$ cat src/hw/rtl/waypoint_line_interpolator_top_assert.svh
// assertion macros shared by the waypoint interpolator modules
// depends on nothing; included inside module bodies
`ifndef WAYPOINT_LINE_INTERPOLATOR_TOP_ASSERT_SVH
`define WAYPOINT_LINE_INTERPOLATOR_TOP_ASSERT_SVH

// implication checked on every edge outside reset
`define WLI_ASSERT_IMP(label, lhs, rhs, msg) \
  label: assert property (@(posedge clk) disable iff (rst) (lhs) |-> (rhs)) else $error(msg);

// implication whose consequent is checked in the cycle after the antecedent
`define WLI_ASSERT_NEXT(label, lhs, rhs, msg) \
  label: assert property (@(posedge clk) disable iff (rst) (lhs) |=> (rhs)) else $error(msg);

`endif

$ cat src/hw/rtl/wli_pkg.sv
// shared types and constants of the waypoint line interpolator
// depends on nothing
`default_nettype none
package wli_pkg;
  localparam int COORD_WIDTH_DEF = 16;
  localparam int MAX_STEPS_DEF   = 63;
  localparam int RES_WIDTH       = 15;
  localparam logic [RES_WIDTH-1:0] RES_RESET = 15'd51;

  typedef struct packed {
    logic signed [COORD_WIDTH_DEF-1:0] waypoint_x;
    logic signed [COORD_WIDTH_DEF-1:0] waypoint_y;
    logic                              path_start;
  } wli_in_t;

  typedef struct packed {
    logic signed [COORD_WIDTH_DEF-1:0] point_x;
    logic signed [COORD_WIDTH_DEF-1:0] point_y;
    logic                              segment_last;
  } wli_out_t;
endpackage
`default_nettype wire

$ cat src/hw/rtl/waypoint_line_interpolator_top.sv
// Waypoint line interpolator. Each waypoint that continues a path produces
// ceil(ceil(sqrt(dx^2+dy^2))/step_resolution)+1 points (step count capped at
// MAX_STEPS), the last one flagged with segment_last; a repeated waypoint gives
// only its start point, flagged last. The back takes a segment from the queue
// whenever it is idle, then runs the bit-serial square root, a rounding step and
// the step-count divider before it offers the first point, the start. Each
// further point comes from the shared bit-serial divider that forms delta*j/n
// on each axis in turn, and is formed only once out_stall has let the point
// before it go. The front holds the previous waypoint and a two-entry segment
// queue lets it keep taking waypoints while the back is still emitting points.
// depends on wli_pkg and the front, queue and back modules
`default_nettype none
module waypoint_line_interpolator_top
  import wli_pkg::*;
#(
  parameter int MAX_STEPS = MAX_STEPS_DEF
) (
  input  wire logic                 clk,
  input  wire logic                 rst,
  input  wire logic                 cfg_we,
  input  wire logic [RES_WIDTH-1:0] cfg_wdata,
  input  wire logic                 in_valid,
  output logic                      in_stall,
  input  wire wli_in_t              in_data,
  output logic                      out_valid,
  input  wire logic                 out_stall,
  output wli_out_t                  out_data
);
  localparam int CW = COORD_WIDTH_DEF;
  logic [RES_WIDTH-1:0] step_resolution;
  logic seg_valid, seg_stall, q_valid, q_take;
  logic [4*CW-1:0] seg_data, q_data;

  // configuration register
  always_ff @(posedge clk) begin
    if (rst) step_resolution <= RES_RESET;
    else if (cfg_we) step_resolution <= cfg_wdata;
  end

  wli_front #(.CW(CW)) u_front (
    .clk, .rst, .in_valid, .in_stall,
    .in_x(in_data.waypoint_x), .in_y(in_data.waypoint_y), .in_start(in_data.path_start),
    .seg_valid, .seg_stall, .seg_data
  );

  wli_queue #(.W(4*CW)) u_queue (
    .clk, .rst, .wr_valid(seg_valid), .wr_stall(seg_stall), .wr_data(seg_data),
    .rd_valid(q_valid), .rd_take(q_take), .rd_data(q_data)
  );

  wli_back #(.CW(CW), .MAX_STEPS(MAX_STEPS)) u_back (
    .clk, .rst, .resolution(step_resolution),
    .seg_valid(q_valid), .seg_take(q_take), .seg_data(q_data),
    .out_valid, .out_stall,
    .out_x(out_data.point_x), .out_y(out_data.point_y), .out_last(out_data.segment_last)
  );
endmodule
`default_nettype wire

$ cat src/hw/rtl/wli_front.sv
// front part: keeps the previous waypoint and turns waypoints into segments
// depends on wli_pkg
`default_nettype none
module wli_front
  import wli_pkg::*;
#(
  parameter int CW = COORD_WIDTH_DEF
) (
  input  wire logic            clk,
  input  wire logic            rst,
  input  wire logic            in_valid,
  output logic                 in_stall,
  input  wire logic [CW-1:0]   in_x,
  input  wire logic [CW-1:0]   in_y,
  input  wire logic            in_start,
  output logic                 seg_valid,
  input  wire logic            seg_stall,
  output logic [4*CW-1:0]      seg_data
);
  logic [CW-1:0] previous_x, previous_y;
  logic          have_previous;
  logic          accept;

  assign in_stall  = seg_stall;
  assign accept    = in_valid && !seg_stall;
  // only continuing waypoints form a segment
  assign seg_valid = in_valid && !in_start && have_previous;
  assign seg_data  = {previous_x, previous_y, in_x, in_y};

  // previous waypoint register
  always_ff @(posedge clk) begin
    if (rst) begin
      previous_x    <= '0;
      previous_y    <= '0;
      have_previous <= 1'b0;
    end else if (accept) begin
      previous_x    <= in_x;
      previous_y    <= in_y;
      have_previous <= 1'b1;
    end
  end
endmodule
`default_nettype wire

$ cat src/hw/rtl/wli_queue.sv
// two-entry segment queue between front and back
// depends on wli_pkg and waypoint_line_interpolator_top_assert.svh
`default_nettype none
module wli_queue
  import wli_pkg::*;
#(
  parameter int W = 64
) (
  input  wire logic         clk,
  input  wire logic         rst,
  input  wire logic         wr_valid,
  output logic              wr_stall,
  input  wire logic [W-1:0] wr_data,
  output logic              rd_valid,
  input  wire logic         rd_take,
  output logic [W-1:0]      rd_data
);
  logic [W-1:0] mem [2];
  logic         wptr, rptr;
  logic [1:0]   count;
  logic         push, pop;

  assign wr_stall = (count == 2'd2);
  assign rd_valid = (count != 2'd0);
  assign push     = wr_valid && !wr_stall;
  assign pop      = rd_take && rd_valid;
  assign rd_data  = mem[rptr];

  // storage
  always_ff @(posedge clk) begin
    if (push) mem[wptr] <= wr_data;
  end

  // pointers and fill count
  always_ff @(posedge clk) begin
    if (rst) begin
      wptr  <= 1'b0;
      rptr  <= 1'b0;
      count <= 2'd0;
    end else begin
      if (push) wptr <= ~wptr;
      if (pop)  rptr <= ~rptr;
      count <= count + {1'b0, push} - {1'b0, pop};
    end
  end

  `include "waypoint_line_interpolator_top_assert.svh"
  `WLI_ASSERT_IMP(a_no_overflow, count == 2'd2, !push, "queue push when full")
  `WLI_ASSERT_IMP(a_count_range, 1'b1, count != 2'd3, "queue count out of range")
  `WLI_ASSERT_NEXT(a_pop_moves, pop && !push, count == $past(count) - 2'd1, "pop lost")
endmodule
`default_nettype wire

$ cat src/hw/rtl/wli_back.sv
// back part: square root, step count, and point emission by serial division
// depends on wli_pkg and waypoint_line_interpolator_top_assert.svh
`default_nettype none
module wli_back
  import wli_pkg::*;
#(
  parameter int CW        = COORD_WIDTH_DEF,
  parameter int MAX_STEPS = MAX_STEPS_DEF
) (
  input  wire logic                 clk,
  input  wire logic                 rst,
  input  wire logic [RES_WIDTH-1:0] resolution,
  input  wire logic                 seg_valid,
  output logic                      seg_take,
  input  wire logic [4*CW-1:0]      seg_data,
  output logic                      out_valid,
  input  wire logic                 out_stall,
  output logic [CW-1:0]             out_x,
  output logic [CW-1:0]             out_y,
  output logic                      out_last
);
  localparam int DW = CW + 1;            // delta width
  localparam int AW = CW;                // magnitude width
  localparam int SW = 2 * AW + 1;        // sum of squares width
  localparam int RW = AW + 1;            // root width
  localparam int NW = $clog2(MAX_STEPS + 1);
  localparam int PW = DW + NW;           // product width
  localparam int LW = (RW > RES_WIDTH) ? RW + 1 : RES_WIDTH + 1;
  localparam int SQ_IT = (SW + 1) / 2;
  localparam int CNT_W = $clog2((SQ_IT > PW ? SQ_IT : PW) + LW + 2);

  localparam logic [2:0] S_IDLE = 3'd0, S_SQ = 3'd1, S_CEIL = 3'd2,
                         S_DIV = 3'd3, S_PT = 3'd4, S_EMIT = 3'd5;

  logic [2:0] state;
  logic [CW-1:0] sx, sy;
  logic signed [DW-1:0] dx, dy;
  logic [2*SQ_IT-1:0] sq_val;
  logic [RW:0] root;
  logic [SW:0] rem;
  logic [CNT_W-1:0] cnt;
  logic [LW-1:0] lnum, lq, lr;
  logic [LW-1:0] lq_final;
  logic [NW-1:0] n, j;
  logic [PW-1:0] num, q, r;
  logic axis, negq;
  logic [CW-1:0] px;
  logic signed [DW-1:0] ax_s, ay_s;
  logic [AW:0] mx, my;
  logic [DW-1:0] mag_dx, mag_dy;
  logic [RES_WIDTH-1:0] res;
  logic [SW+2:0] trial;
  logic [LW:0] ltrial;
  logic [PW:0] ptrial;
  logic [PW-1:0] qf;
  logic signed [PW:0] qs;

  assign res = (resolution == '0) ? {{(RES_WIDTH-1){1'b0}}, 1'b1} : resolution;
  assign ax_s = $signed({seg_data[2*CW-1], seg_data[2*CW-1:CW]})
              - $signed({seg_data[4*CW-1], seg_data[4*CW-1:3*CW]});
  assign ay_s = $signed({seg_data[CW-1], seg_data[CW-1:0]})
              - $signed({seg_data[3*CW-1], seg_data[3*CW-1:2*CW]});
  assign mx = ax_s[DW-1] ? (AW+1)'(0) - ax_s[AW:0] : ax_s[AW:0];
  assign my = ay_s[DW-1] ? (AW+1)'(0) - ay_s[AW:0] : ay_s[AW:0];
  assign mag_dx = dx[DW-1] ? $unsigned(-dx) : $unsigned(dx);
  assign mag_dy = dy[DW-1] ? $unsigned(-dy) : $unsigned(dy);
  assign seg_take = (state == S_IDLE) && seg_valid;
  assign out_valid = (state == S_EMIT);
  assign trial  = {rem, sq_val[2*SQ_IT-1 -: 2]} - {(SW-RW)'(0), root, 2'b01};
  assign ltrial = {lr, lnum[LW-1]} - {1'b0, (LW-RES_WIDTH)'(0), res};
  assign ptrial = {r, num[PW-1]} - {1'b0, (PW-NW)'(0), n};
  // quotient of the step-count division including its last digit
  assign lq_final = {lq[LW-2:0], !ltrial[LW]};
  // floor of a signed quotient from the magnitude quotient and remainder
  assign qf = (negq && (r != '0)) ? q + PW'(1) : q;
  assign qs = negq ? -$signed({1'b0, qf}) : $signed({1'b0, qf});

  // sequencer: root digit by digit, ceil divide, then per-point long division
  always_ff @(posedge clk) begin
    if (rst) begin
      state <= S_IDLE;
    end else begin
      case (state)
        S_IDLE: begin
          if (seg_valid) begin
            sx <= seg_data[4*CW-1:3*CW];
            sy <= seg_data[3*CW-1:2*CW];
            dx <= ax_s;
            dy <= ay_s;
            sq_val <= (2*SQ_IT)'(mx * mx) + (2*SQ_IT)'(my * my);
            root <= '0;
            rem <= '0;
            cnt <= CNT_W'(SQ_IT);
            state <= S_SQ;
          end
        end
        S_SQ: begin
          sq_val <= sq_val << 2;
          if (!trial[SW+2]) begin
            rem <= trial[SW:0];
            root <= {root[RW-1:0], 1'b1};
          end else begin
            rem <= {rem[SW-2:0], sq_val[2*SQ_IT-1 -: 2]};
            root <= {root[RW-1:0], 1'b0};
          end
          cnt <= cnt - CNT_W'(1);
          if (cnt == CNT_W'(1)) state <= S_CEIL;
        end
        S_CEIL: begin
          // ceil root, then numerator root + res - 1 for the ceil division
          lnum <= LW'(root) + LW'(rem != '0) + LW'(res) - LW'(1);
          lq <= '0;
          lr <= '0;
          cnt <= CNT_W'(LW);
          state <= S_DIV;
        end
        S_DIV: begin
          lnum <= lnum << 1;
          if (!ltrial[LW]) begin
            lr <= ltrial[LW-1:0];
            lq <= {lq[LW-2:0], 1'b1};
          end else begin
            lr <= {lr[LW-2:0], lnum[LW-1]};
            lq <= {lq[LW-2:0], 1'b0};
          end
          cnt <= cnt - CNT_W'(1);
          // first point is the start; saturate step count, zero length ends here
          if (cnt == CNT_W'(1)) begin
            j <= '0;
            axis <= 1'b0;
            state <= S_EMIT;
            out_x <= sx;
            out_y <= sy;
            if (lq_final == '0) begin
              n <= '0;
              out_last <= 1'b1;
            end else if (lq_final > LW'(MAX_STEPS)) begin
              n <= NW'(MAX_STEPS);
              out_last <= 1'b0;
            end else begin
              n <= NW'(lq_final);
              out_last <= 1'b0;
            end
          end
        end
        S_PT: begin
          if (cnt != CNT_W'(0)) begin
            num <= num << 1;
            if (!ptrial[PW]) begin
              r <= ptrial[PW-1:0];
              q <= {q[PW-2:0], 1'b1};
            end else begin
              r <= {r[PW-2:0], num[PW-1]};
              q <= {q[PW-2:0], 1'b0};
            end
            cnt <= cnt - CNT_W'(1);
          end else if (!axis) begin
            // x done, load |dy|*j for the y axis
            px <= sx + CW'(qs);
            axis <= 1'b1;
            num <= PW'(mag_dy) * PW'(j);
            negq <= dy[DW-1];
            q <= '0;
            r <= '0;
            cnt <= CNT_W'(PW);
          end else begin
            out_x <= px;
            out_y <= sy + CW'(qs);
            out_last <= (j == n);
            state <= S_EMIT;
          end
        end
        S_EMIT: begin
          if (!out_stall) begin
            if (out_last) begin
              state <= S_IDLE;
            end else begin
              // next point, load |dx|*j for the x axis
              j <= j + NW'(1);
              axis <= 1'b0;
              num <= PW'(mag_dx) * PW'(j + NW'(1));
              negq <= dx[DW-1];
              q <= '0;
              r <= '0;
              cnt <= CNT_W'(PW);
              state <= S_PT;
            end
          end
        end
        default: state <= S_IDLE;
      endcase
    end
  end

  `include "waypoint_line_interpolator_top_assert.svh"
  `WLI_ASSERT_IMP(a_take_idle, seg_take, state == S_IDLE, "segment taken while busy")
  `WLI_ASSERT_IMP(a_j_bound, state == S_EMIT, j <= n || n == '0, "point index past step count")
  `WLI_ASSERT_NEXT(a_hold, out_valid && out_stall, out_valid && $stable(out_x), "output dropped")
endmodule
`default_nettype wire

$ cat config.mk
export PLATFORM = sky130hd
export DESIGN_NAME = waypoint_line_interpolator_top
export DESIGN_NICKNAME = d
export VERILOG_FILES = /design/src/hw/rtl/wli_pkg.sv /design/src/hw/rtl/waypoint_line_interpolator_top.sv /design/src/hw/rtl/wli_front.sv /design/src/hw/rtl/wli_queue.sv /design/src/hw/rtl/wli_back.sv
export VERILOG_INCLUDE_DIRS = /design/src /design/src/hw/rtl
export SDC_FILE = /design/constraint.sdc
export NUM_CORES = 2
export LEC_CHECK = 0
export BUFFER_PORTS_ARGS = -buffer_cell sky130_fd_sc_hd__buf_2
export CAP_MARGIN = 20
export CORE_UTILIZATION = 35
export DETAILED_ROUTE_END_ITERATION = 8
export HOLD_SLACK_MARGIN = 0.02
export SLEW_MARGIN = 20
export SYNTH_ARGS = -nofsm -noshare
export SYNTH_HDL_FRONTEND = slang
export SYNTH_HIERARCHICAL = 1
export SYNTH_SLANG_ARGS = --single-unit
$ cat constraint.sdc
create_clock -name clk -period 14.1 [get_ports clk]
set_input_delay 1.41 -clock clk [delete_from_list [all_inputs] [get_ports clk]]
set_output_delay 1.41 -clock clk [all_outputs]
set_load 0.005 [all_outputs]
## Word level (Yosys, flattened, before mapping)

Memories as Yosys holds them, arrays and structs flattened. A register that Yosys moved wholly into a read port is not among the register bits.
Cells that the tools add are included.

| operators by class | value |
|---|---|
| bitwise logic cells | 5 |
| $add $sub $neg | 22 |
| muxes and demuxes | 80 |
| reductions and logical operators | 37 |
| equal/unequal tests | 17 |
| multiply operators | 4 |
| order comparisons | 1 |

Operator list:

| cell | count |
|---|---|
| 23-bit two-way mux | 9 |
| 16-bit two-way mux | 9 |
| 34-bit case mux with 2 select lines | 2 |
| 18-bit case mux with 2 select lines | 3 |
| 34-bit two-way mux | 3 |
| 16-bit case mux with 2 select lines | 3 |
| 23-bit case mux with 2 select lines | 2 |
| 17-bit by 17-bit multiplier with 34-bit output | 2 |
| 17-bit two-way mux | 4 |
| 6-bit two-way mux | 9 |
| 18-bit two-way mux | 2 |
| 36-bit by 20-bit subtractor with 36-bit output | 1 |
| 34-bit adder | 1 |
| 17-bit negator | 2 |
| 17-bit case mux with 2 select lines | 1 |
| 34-bit nonzero test | 1 |
| 1-bit by 17-bit subtractor with 17-bit output, first input constant | 2 |
| 16-bit by 16-bit subtractor with 17-bit output | 2 |
| 16-bit adder | 2 |
| 6-bit case mux with 5 select lines | 1 |
| 6-bit AND reduction | 4 |
| 24-bit by 6-bit subtractor with 24-bit output | 1 |
| 17-bit by 23-bit multiplier with 23-bit output | 1 |
| 17-bit by 6-bit multiplier with 23-bit output | 1 |
| other kinds (44) | 98 |

| storage, ports and cells | value |
|---|---|
| input bits | 53 |
| RAM bits | 128 |
| register bits | 391 |
| memories | 1 |
| word-level logic and storage cells | 197 |
| output and inout port bits | 35 |

Memory list:

| name | depth | width | rd ports | clocked after memory_dff | wr ports | RTL line | RTL |
|---|---|---|---|---|---|---|---|
| u_queue.mem | 2 | 64 | 1 | 1 | 1 | wli_queue.sv:18 | `logic [W-1:0] mem [2];` |

## Logic depth before layout (Yosys ltp)

| depth | value |
|---|---|
| word-level depth | 9 |
| gate-level depth with buffers | 46 |
| gate-level depth less buffers | 42 |

## Modules after synthesis

The synthesis kept the hierarchy.

Modules (own cells, without submodules):

| module | times used | cells an instance | seq. area each (µm²) | area an instance (µm²) |
|---|---|---|---|---|
| wli_back | 1 | 4804 | 10149.7 | 44675.3 |
| wli_queue | 1 | 226 | 3943.8 | 4875.9 |
| wli_front | 1 | 182 | 660.6 | 1844.3 |
| waypoint_line_interpolator_top | 1 | 48 | 300.3 | 548.0 |

## Least setup slack after synthesis

No wires, ideal clock.

| path | value |
|---|---|
| path type | register to register |
| start | register with a tool-made name |
| end | register u_back.sq_val[30] (data pin) |
| slack | 3.785 ns |
| data arrival time | 10.148 ns |
| cell stages (with the launch flop) | 42 |
| path buffers | 2 |
| setup time | 0.167 ns |
| data required time | 13.933 ns |
| cell sequence | dfxtp_1 buf_4 buf_6 mux2_2 inv_1 ha_1 nor2b_1 o2111a_1 or4_1 a221oi_1 o211a_1 o311a_1 a31oi_1 xnor2_1 clkinv_1 nand2_1 fa_1 fa_1 (+6 left out) inv_1 fa_1 inv_1 fa_1 inv_1 fa_1 inv_1 ha_1 a21o_1 a21oi_1 o21ai_0 nor2_1 o31a_1 o211ai_1 and3b_1 o31a_1 o211a_1 a211oi_1 |

RTL lines:

| item | RTL line | RTL |
|---|---|---|
| to (signal assigned) | wli_back.sv:90 | `sq_val <= (2*SQ_IT)'(mx * mx) + (2*SQ_IT)'(my * my);` |
| to (signal assigned) | wli_back.sv:98 | `sq_val <= sq_val << 2;` |
| to (decl) | wli_back.sv:38 | `logic [2*SQ_IT-1:0] sq_val;` |

==> impl_metrics.csv <==
group,metric,value,unit
cts,cts_hold_buffers,0,
synth,synthAdderAreaFrac,0.3241,
synth,synth_compound_area_frac,0.08722,
cts,cts_tree,"built",
synth,synth_edf_count,464,
timing,finalCritPeriodShare,0.9000,
worst_setup_path,cp_max_fo,31,
cts,cts-root-buf,"clkbuf_16",
timing,finalSetupViolCount,0,
floorplan,start_util,0.3522,
synth,async_flop_share,0,
floorplan,die-height,387.2,µm
synth,synth_cells,5260,
cts,clockBufferDepth,3,
timing,setup_slack,1410,ps
min_path,hp-class,"flop to flop",
detailed_routing,detail-route-antenna-nets,0,
synth,netlist_area,51940,µm²
cts,clkTransAtPathRegs,60,ps
run,cap_violations,0,
finish,post-route-util,0.3827,
finish,multi_input_area,32640,µm²
timing,drv_slew,0,
timing,rsz0062_at_grt,"no",
timing,fin_skew,22.18,ps
finish,layout_common_cells,"inv_1 (901), fa_1 (586), nand2_1 (520)",
worst_setup_path,cp_slowest_cell,"dfxtp_2",
floorplan,core_area,147500,µm²
detailed_routing,vias,36998,
floorplan,design.die.area,150000,µm²
synth,yosys_warnings,6,
timing,slew_headroom,0.2868,
global_route,globalRoute.totalOverflow,0,
cts,numCtsBuffers,55,
synth,ys_types,91,
detailed_routing,drt_iter0_drc,2778,
timing,worstMarginPinSlew,1059,ps
global_route,grt_use_total,0.1772,
worst_setup_path,cp_slowest_stage_delay,880,ps
synth,synth.area.mux_share,0.02267,
worst_setup_path,critPathLaunchType,"flop",
global_route,antenna_found_initial,5,
detailed_routing,routed_via_density,5.075,
cts,clk_latency,630,ps
worst_setup_path,worstPathBufferInverterCount,8,
synth,ys_seq_area_frac,0.2898,
global_route,grt_first_pass_wirelength,211800,µm
floorplan,io_pins,88,
floorplan,fp-row-count,141,
outcome,status,"completed",
place,portBuffers,87,
worst_setup_path,worstSetupEndpointType,"flop",
synth,synth_ff_type,"edfxtp_1",
cts,cts_sinks,520,
cts,ctsHtreeMaxLevel,2,
place,post-dp-hpwl,104300,µm
worst_setup_path,cp.arrival,13060,ps
place,pre_cts_ws,1537,ps
synth,ys_ff_latch,520,
place,routabilityCongestion,0.9190,
finish,final_common_cell,"inv_1",
synth,avgSynthCellArea,9.875,µm²
worst_setup_path,worstPathRequired,14470,ps
synth,synth_top_family_by_area,"adder cells",
detailed_routing,drcViolationCount,0,
detailed_routing,first_pass_iters,5,
finish,final_nets,6359,
global_route,grt_pass1_vias,37587,
cts,cts_setup_buffers,0,
global_route,grt_max_degree,86,
worst_setup_path,path_class,"flop to flop",
timing,holdWs,452.1,ps
detailed_routing,wl_per_cell,18.16,µm
finish,ff_latch_area,15060,µm²
worst_setup_path,crit_top_cell,"fa_1",
min_path,hp-start,"u_front/previous_x[7]",
floorplan,die_w,387.2,µm
finish,drive_gt1_frac,0.07968,
timing,max_freq,0.07880,GHz
synth,yosys.area_share.simple,0.1431,
timing,hold_viol,0,
finish,area_growth,8.662,%
finish,fill_cells,14574,
synth,synth-xor-area-share,0.04731,
timing,fin_setup_tns,0,ps
worst_setup_path,crit_family,"adder cells",
cts,cts_resized,0,
timing,fin_crit,12690,ps
detailed_routing,drt-total-wl,132400,µm
[synth_stat cells (60+ instances only)]
cell	count	area, µm²
o21ai_0	145	725.7
nor3_1	73	365.4
nand3_1	60	300.3
ha_1	408	5105
edfxtp_1	464	13930
mux2_2	69	777.0
clkbuf_1	141	529.3
fa_1	586	11730
and3_1	64	400.4
xnor2_1	179	1568
xor2_1	99	867.1
nand2b_1	76	475.5
nand2_1	520	1952
nor2_1	422	1584
inv_1	902	3386
a21oi_1	194	970.9
[logic make-up after synthesis]
group / after synthesis
AND/OR/NAND/NOR: 1540
AO/OA/AOI/OAI: 698
flip-flops: 520
other: 2
buffers and inverters: 1118
adder cells (fa/ha/maj): 994
XOR/XNOR: 279
multiplexers: 109
[final timing paths]
check / to / depth (start not counted) / slack, ps
max: u_back/sq_val[33] / 37 / 1410
min: u_queue/mem[0][55] / 0 / 450
max reg2reg: u_back/sq_val[33] / 37 / 1410
min reg2reg: u_queue/mem[0][55] / 0 / 450
[state kept, by name (all words and copies together), names as in the netlist, 17 cells and up, named ones only]
register and count:
u_back/root 18, u_queue/mem 128, u_back/num 23, u_back/dy 17
u_back/r 23, u_back/sq_val 34, u_back/lq 17, u_back/lnum 18
u_back/dx 17, u_back/rem 34, u_back/lr 18
[area by class of cell]
| type | count | area share |
|---|---|---|
| clock buffers | 81 | 0.02789 |
| well taps | 1930 | 0.04278 |
| multi-input cells | 3644 | 0.5783 |
| inverters | 918 | 0.06105 |
| repair buffers | 173 | 0.01933 |
| diodes | 1 | 0.00004434 |
| flip-flops and latches | 520 | 0.2667 |
| clock inverters | 23 | 0.003879 |
[layer usage]
layer  track usage  vias up  part of all wire
met5             0        -                 0
met4       0.04690        0             0.027
met3       0.01848      200             0.053
met2        0.2933      962              0.47
met1        0.2463    18470              0.45
li1              -    17366                 -
[through the flow]
step	std cells	cell area, µm²
after floorplan	5282	52030
after global placement	7184	54620
after detailed placement	7184	54620
after CTS	7288	56420
after global routing	7289	56440
final	7290	56440
Power is left out: the tool's default activity adds up to more than one toggle a clock period on the data nets, which glitch-free logic cannot reach.
